## src/design/bap_pkg.sv

```systemverilog
package bap_pkg;

  localparam int MAX_WIDTH_DEF     = 640;
  localparam int MAX_HEIGHT_DEF    = 480;
  localparam int DEFAULT_BLOCK_DEF = 8;

  localparam int CH_W       = 8;
  localparam int CH_MAX     = 255;
  localparam int FW_W       = 10;
  localparam int FH_W       = 9;
  localparam int BS_W       = 8;
  localparam int PP_W       = 19;
  localparam int SUM_W      = 24;
  localparam int CFG_IDX_W  = 2;
  localparam int CFG_DATA_W = 10;
  localparam int IDX_W      = 21;
  localparam int DIV_DW     = 24;
  localparam int DIV_VW     = 16;
  localparam int QDEPTH     = 2;

  typedef enum logic {
    CMD_LOAD = 1'b0,
    CMD_PULL = 1'b1
  } cmd_t;

  typedef enum logic [CFG_IDX_W-1:0] {
    CFG_WIDTH  = 2'd0,
    CFG_HEIGHT = 2'd1,
    CFG_BLOCK  = 2'd2,
    CFG_OFFSET = 2'd3
  } cfg_reg_t;

  typedef struct packed {
    cmd_t            cmd;
    logic [CH_W-1:0] red;
    logic [CH_W-1:0] green;
    logic [CH_W-1:0] blue;
  } item_t;

  typedef struct packed {
    logic  valid;
    item_t item;
  } queue_out_t;

  typedef struct packed {
    logic pop;
    logic hold;
  } front_ctrl_t;

endpackage

```

## src/design/bap_front.sv

```systemverilog
module bap_front import bap_pkg::*; (
  input  logic            clk,
  input  logic            rst,
  input  logic            start,
  output logic            busy,
  input  logic            cmd,
  input  logic [CH_W-1:0] red_in,
  input  logic [CH_W-1:0] green_in,
  input  logic [CH_W-1:0] blue_in,
  input  front_ctrl_t     ctrl,
  output queue_out_t      head
);

  localparam int PW = (QDEPTH > 1) ? $clog2(QDEPTH) : 1;
  localparam int CW = $clog2(QDEPTH + 1);

  item_t         entries [QDEPTH];
  logic [PW-1:0] wr_ptr;
  logic [PW-1:0] rd_ptr;
  logic [CW-1:0] count;
  logic          push;
  logic          pop;

  assign busy       = (count == CW'(QDEPTH)) || ctrl.hold;
  assign push       = start && !busy;
  assign pop        = ctrl.pop && head.valid;
  assign head.valid = count != '0;
  assign head.item  = entries[rd_ptr];

  always_ff @(posedge clk) begin
    if (push) begin
      entries[wr_ptr] <= '{cmd: cmd_t'(cmd), red: red_in, green: green_in, blue: blue_in};
    end
  end

  always_ff @(posedge clk) begin
    if (rst) begin
      wr_ptr <= '0;
      rd_ptr <= '0;
      count  <= '0;
    end else begin
      if (push) begin
        wr_ptr <= (wr_ptr == PW'(QDEPTH - 1)) ? '0 : wr_ptr + 1'b1;
      end
      if (pop) begin
        rd_ptr <= (rd_ptr == PW'(QDEPTH - 1)) ? '0 : rd_ptr + 1'b1;
      end
      count <= count + CW'(push) - CW'(pop);
    end
  end

endmodule

```

## config.mk

```make
export PLATFORM = sky130hd
export DESIGN_NAME = bap_front
export DESIGN_NICKNAME = d
export VERILOG_FILES = /design/src/design/bap_pkg.sv /design/src/design/bap_front.sv
export SDC_FILE = /design/constraint.sdc
export NUM_CORES = 1
export LEC_CHECK = 0
export BUFFER_PORTS_ARGS = -buffer_cell sky130_fd_sc_hd__buf_2
export CORE_MARGIN = 5
export CORE_UTILIZATION = 31
export DETAILED_ROUTE_END_ITERATION = 10
export PLACE_DENSITY = 0.55
export SLEW_MARGIN = 20
export SYNTH_ARGS = -nofsm -noshare
export SYNTH_HDL_FRONTEND = slang
export SYNTH_SLANG_ARGS = --single-unit
```

## constraint.sdc

```tcl
create_clock -name clk -period 3.2 [get_ports clk]
set_input_delay 0.32 -clock clk [delete_from_list [all_inputs] [get_ports clk]]
set_output_delay 0.32 -clock clk [all_outputs]
set_load 0.01 [all_outputs]
```

Word-level counts from Yosys, hierarchy flattened --
Memory sizes are Yosys's and may differ from the RTL's. A register that Yosys moved wholly into a read port is not among the register bits. Cells that the tools add are included.
Operators by class: reductions and logical operators 5, add/subtract/negate cells 4, muxes and demuxes 6, equality and inequality tests 1
Operators by type and width (number):
- 2-to-1 mux 1 bit | 6
- adder 1 bit, second input constant | 2
- adder 2 x 1 -> 2 bit | 1
- equality test 2 bit, second input constant | 1
- logical AND 1 bit | 2
- nonzero test 2 bit | 1
- subtractor 2 x 1 -> 2 bit | 1
- logical NOT 1 bit | 1
- logical OR 1 bit | 1
Storage, ports and cells: register bits after elaboration 4, output and inout bits 27, bits of input ports 30, logic and storage cells 20, memories 1, memory bits (writable) 50
Memory list:
- entries | words 2, bits a word 25, read ports 1, clocked after memory_dff 1, wr ports 1, RTL line bap_front.sv:17 | item_t entries [QDEPTH];

Depth between registers and ports, before layout --
Gate-level depths: netlist of run 1.
depth after elaboration 6, gate-level depth with buffers 8

Worst setup path after synthesis of run 1 --
Ideal clock, no wire load.
path type register -> register, from reg count[0], to mem entries[1][0] in the netlist's numbering (enable), required time 2.793 ns, setup time 0.407 ns, stages on the path, launching flop included 4, slack 1.136 ns, arrival 1.657 ns, period minus slack after synthesis 2.064 ns, cells stage by stage dfxtp_1 nand2b_2 nand3b_4 nor2_1
Between the ends: cells in the longest elaborated chain, start to end 6
Ends and longest elaborated chain:
- start, declared | RTL line bap_front.sv:20 | logic [CW-1:0] count;
- start signal, assigned | RTL line bap_front.sv:48 | count <= count + CW'(push) - CW'(pop);
- equality test 2 bit | RTL line bap_front.sv:24 | assign busy = (count == CW'(QDEPTH)) || ctrl.hold;
- logical OR 1 bit | RTL line bap_front.sv:24
- logical NOT 1 bit | RTL line bap_front.sv:25 | assign push = start && !busy;
- logical AND 1 bit | RTL line bap_front.sv:25
- 2-to-1 mux 1 bit | RTL line bap_front.sv:31 | if (push) begin
- 2-to-1 mux 1 bit (not written as such) | RTL line bap_front.sv:32 | entries[wr_ptr] <= '{cmd: cmd_t'(cmd), red: red_in, green: green_in, blue: blue_in};
- end, declared | RTL line bap_front.sv:17
Every way passes these cells.

==> impl_metrics.yaml, run 1 <==
drt:
  wl_met2_um: 1880
  num_vias: 1093
  drtPass1Iterations: 4
  ant_nets: 0
  top_layer: "met4"
  wl_met3_um: 250
  drc: 0
  met1_length_um: 1600
  avgRoutedWirePerCell_um: 14.3
  vias_per_cell: 4.14
  routed_wl_um: 3790
  drt-initial-drc-count: 54
place:
  post-dp-hpwl_um: 2740
  postPlaceCellArea_um2: 2540
  placed_cells: 256
  portBuffers: 56
  routabilityCongestion: 0.630
sta:
  fin_crit_ns: 2.03
  finalHoldViolations: 0
  rsz0062_at_grt: "no"
  skew_ns: 0.00673
  clock.fmax_mhz: 492
  finalSetupTns_ns: 0
  slew_headroom: 0.466
  tightest_slew_ns: 0.801
  fin_crit_sh: 0.636
  slew_violations: 0
  setup_viol: 0
floorplanning:
  initial_utilization: 0.317
  row_count: 30
  dieWidth_um: 93.3
  io_pins: 57
  die_y_um: 93.3
  core-area_um2: 6790
  die-area_um2: 8710
yosys:
  synth_compound_area_frac: 0.00407
  syn_area_per_cell_um2: 20.5
  syn_inst: 105
  synth_edf_count: 50
  synthFlopType: "edfxtp_1"
  synthXorXnorAreaFrac: 0.00814
  synthSimpleGateAreaFrac: 0.0401
  synth_nets: 137
  ys_ff_latch: 55
  synth_top_cell_by_area: "edfxtp_1"
  synth.cell_area_um2: 2150
  synth_top_family_by_area: "multiplexers"
  post_synth_mux_area_share: 0.173
  synth_top_area_frac: 0.698
  synth_adder_area_share: 0.0116
  ys_seq_area_frac: 0.744
  yosys-top-cells-count: "edfxtp_1, mux2_4, nor2_1"
  synth.area.top_cells: "edfxtp_1, mux2_4, dfxtp_1, mux2_2, buf_6"
  synth_cell_types: 18
  yosysMostFrequentCell: "edfxtp_1"
  async_flop_share: 0
  yosys_warnings: 0
cts:
  cts_resized: 0
  cts_max_level: 2
  root_buffer: "clkbuf_8"
  cts_setup_buffers: 0
  clk_pin_slew_ns: 0.10
  clk_path_buf_depth: 2
  cts_buffers: 5
  cts_hold_buf: 0
  tritoncts: "built"
  cts_num_sinks: 55
  clk_latency_ns: 0.30
setup_path:
  cp.required_ns: 2.88
  crit_fanout: 25
  critPathCaptureType: "output pin"
  worst_ep_arrival_time_ns: 1.71
  critPathKind: "reg -> out"
  start_kind: "flop"
global_routing:
  grt_max_degree: 26
  antenna_found_initial: 0
  grt_pass1_wl_um: 6220
  overflow: 0
  grt_pass1_vias: 1235
  grt.total_usage: 0.0938
power_and_ir_drop:
  power.total_mw: 1.80
  ir_worst_vdd_mv: 0.365
  p_leak_nw: 1.02
  power.density_nw_per_um2: 685
outcome:
  status: "finished, final reports clean"
job:
  maxCapViolations: 0
final_layout:
  syn2layout_area_growth_pct: 22.2
  final_area_um2: 2630
  finalNetCount: 199
  nFillCells: 648
  stdcell_count: 264
  drive_gt1_frac: 0.589
  n_antenna_cell: 0
worst_hold_path:
  min_path_type: "in -> reg"
## critical path, cell delays in order (launching register included)
cell	delay [ns]
dfxtp_2	0.86
mux2_2	0.41
buf_2	0.14
## worst paths after layout
check | start | end | slack (ns) | cells past startpoint
max | flop | head[21] | 1.17 | 2
max reg2reg | count[0] | count[1] | 1.52 | 8
min | blue_in[7] | entries[1][7] | 0.20 | 1
min reg2reg | rd_ptr | rd_ptr | 0.53 | 2
## per-layer routing
layer | vias up | GRT usage
met3 | 7 | 0.0306
met1 | 533 | 0.112
met5 | - | 0
met2 | 38 | 0.158
li1 | 515 | -
met4 | 0 | 0.0330
## logic make-up (layout without fill, tap and decap cells)
logic type | Yosys count | after routing
AND/OR/NAND/NOR | 14 | 14
adder cells (fa/ha/maj) | 2 | 2
multiplexers | 26 | 26
flip-flops | 55 | 55
XOR/XNOR | 2 | 2
AO/OA/AOI/OAI | 1 | 1
buffers and inverters | 5 | 68
## report_power, final
group          leakage [nW]  switching [mW]  internal [mW]
clock                0.0402           0.215          0.153
combinational         0.481           0.194          0.284
sequential            0.500          0.0916          0.863
## sequential cells by signal, indices dropped and copies added (netlist names), named ones only
name / flops
wr_ptr: 1
entries: 50
count: 2
rd_ptr: 1
## placed cells by master, fill, tap and decap left out
cell	n
clkinvlp_4	2
nor2b_1	1
buf_2	56
o21a_2	1
dfxtp_2	1
nor2_1	5
dfxtp_1	4
buf_4	2
nand3b_4	1
clkinv_2	1
clkbuf_8	5
mux2_4	21
edfxtp_1	50
xor2_1	1
ha_1	2
nand2b_2	1
nor2_2	2
inv_1	2
or2_2	1
mux2_2	5
xnor2_1	1
nor3_1	1
or2b_1	1
and2_1	1
## layout make-up
| type | instances | area, µm² | area share |
|---|---|---|---|
| clock inverter | 3 | 20.0 | 0.00762 |
| inverter | 2 | 7.51 | 0.00286 |
| clock buffer | 5 | 68.8 | 0.0262 |
| tap | 96 | 120 | 0.0457 |
| multi-input combinational | 45 | 514 | 0.196 |
| timing repair buffer | 58 | 295 | 0.112 |
| sequential | 55 | 1600 | 0.610 |
## through the flow
step	utilization	hold WS, ns	worst slack [ns]
floorplan	-	0.392	1.14
global placement	0.374	0.497	1.47
detailed placement	0.374	0.505	1.45
CTS	0.387	0.186	1.11
global route	0.387	0.172	1.04
finish	0.387	0.201	1.17
No activity file was read; power rests on OpenSTA's default activity.
==> run 2, diff against run 1 <==
Settings changed: PLACE_DENSITY 0.55 to 0.57.
Clock period 3.2 ns to 1.8 ns, I/O delays scaled along.
==> run 2 against run 1 <==
Effect of this change: combinational power up 110%; critical path type is now reg -> reg; critical path depth up 6; clock power up 89%; die area unchanged; register-to-register slack worse by 1.4 ns; flip-flop and latch count unchanged; wire length down 0.18%.
==> impl_metrics.yaml, run 2 (synthesis results as in run 1) <==
place:
  routabilityCongestion: 0.613
  portBuffers: 56
  post-dp-hpwl_um: 2830
  placed_cells: 260
setup_path:
  worst_ep_arrival_time_ns: 1.90
  cpLargestDelayFamily: "simple AND/OR/NAND/NOR gates"
  critical_path.max_stage_delay_ns: 0.38
  start_kind: "flop"
  cp.required_ns: 2.03
  cpMaxStageDelayCell: "dfxtp_1"
  cp_num_buf_inv: 1
  crit_top_cell: "ha_1"
  cp_cell_sequence: "nand2b_2 > nand3b_4 > ha_1 > inv_1 > ha_1 > xor2_1 > and2_1 > nor3_1"
  critPathKind: "reg -> reg"
  crit_fanout: 4
  critPathCaptureType: "flop"
drt:
  avgRoutedWirePerCell_um: 14.1
  vias_per_cell: 4.01
  drt-initial-drc-count: 35
  num_vias: 1076
  drtPass1Iterations: 3
  ant_nets: 0
  routed_wl_um: 3780
  drc: 0
worst_hold_path:
  min_path_type: "in -> reg"
sta:
  clock.fmax_mhz: 598
  tightest_slew_ns: 0.239
  setup_viol: 0
  slew_violations: 0
  whs_ns: 0.0552
  skew_ns: 0.0104
  rsz0062_at_grt: "no"
  slew_headroom: 0.841
  fin_crit_ns: 1.67
  finalHoldViolations: 0
  fin_crit_sh: 0.929
final_layout:
  finalNetCount: 203
  n_antenna_cell: 0
  stdcell_count: 268
  syn2layout_area_growth_pct: 23.9
  largest_reg_flops: 50
  reg_top3: "entries (50), count (2)"
  drive_gt1_frac: 0.599
  final_cell_mix: "buf_2, edfxtp_1, mux2_4, buf_4"
  layout_commonest_cell: "buf_2"
  regMostFlops: "entries"
global_routing:
  antenna_found_initial: 0
  grt_pass1_wl_um: 5780
  overflow: 0
  grt_max_degree: 20
  grt.total_usage: 0.0870
  grt_pass1_vias: 1198
cts:
  clk_path_buf_depth: 2
  cts_max_level: 2
  clk_latency_ns: 0.30
  cts_hold_buf: 0
  cts_num_sinks: 55
  cts_setup_buffers: 0
  cts_buffers: 5
  clk_pin_slew_ns: 0.10
  cts_resized: 0
  root_buffer: "clkbuf_8"
  tritoncts: "built"
job:
  maxCapViolations: 0
floorplanning:
  row_count: 30
  core-area_um2: 6790
  die_y_um: 93.3
  initial_utilization: 0.317
  io_pins: 57
  die-area_um2: 8710
  dieWidth_um: 93.3
power_and_ir_drop:
  ir_worst_vdd_mv: 0.361
  power.density_nw_per_um2: 1220
  p_leak_nw: 1.05
outcome:
  status: "finished, final reports clean"
run 2: cell type report:
class                      instances  area, µm²
multi-input combinational         45        514
timing repair buffer              62        325
fill                             634       4130
tap                               96        120
sequential                        55       1600
clock buffer                       5       68.8
clock inverter                     3       27.5
inverter                           2       7.51
run 2: power by group:
group,leakage (nW),switching [mW],internal (mW)
clock,0.0463,0.409,0.286
combinational,0.502,0.454,0.529
sequential,0.500,0.0513,1.53
total,1.05,0.915,2.35
run 2: final timing paths:
path                                   from        endpoint  slack (ns)  cells past startpoint
worst min-delay path            green_in[2]  entries[0][10]        0.06                      1
worst min register to register       rd_ptr            flop        0.54                      2
worst max-delay path               count[0]        count[1]        0.13                      8
worst max register to register     count[0]        count[1]        0.13                      8
run 2: through the flow:
stage,setup TNS (ns),power [mW],utilization,cell area (µm²),setup slack (ns)
5_1_grt,0,3.46,0.392,2670,0.0335
4_1_cts,0,3.33,0.392,2670,0.104
3_3_place_gp,0,2.60,0.378,2570,0.244
3_5_place_dp,0,2.63,0.378,2570,0.106
6_report,0,3.26,0.392,2670,0.127
2_1_floorplan,-13.21,2.33,-,2150,-0.264
run 2: worst reg2reg max path, cell delays in order (launching register included):
cell      delay, ns
dfxtp_1        0.38
nand2b_2       0.17
nand3b_4       0.11
ha_1           0.29
inv_1          0.04
ha_1           0.19
xor2_1         0.16
and2_1         0.15
nor3_1         0.12
run 2: layer usage:
metal | global-route usage | vias to the layer above | wire length, µm
met5 | 0 | - | 0
met4 | 0.0293 | 0 | 31
met3 | 0.0306 | 2 | 215
met2 | 0.158 | 33 | 2020
met1 | 0.0928 | 516 | 1520
li1 | - | 525 | -
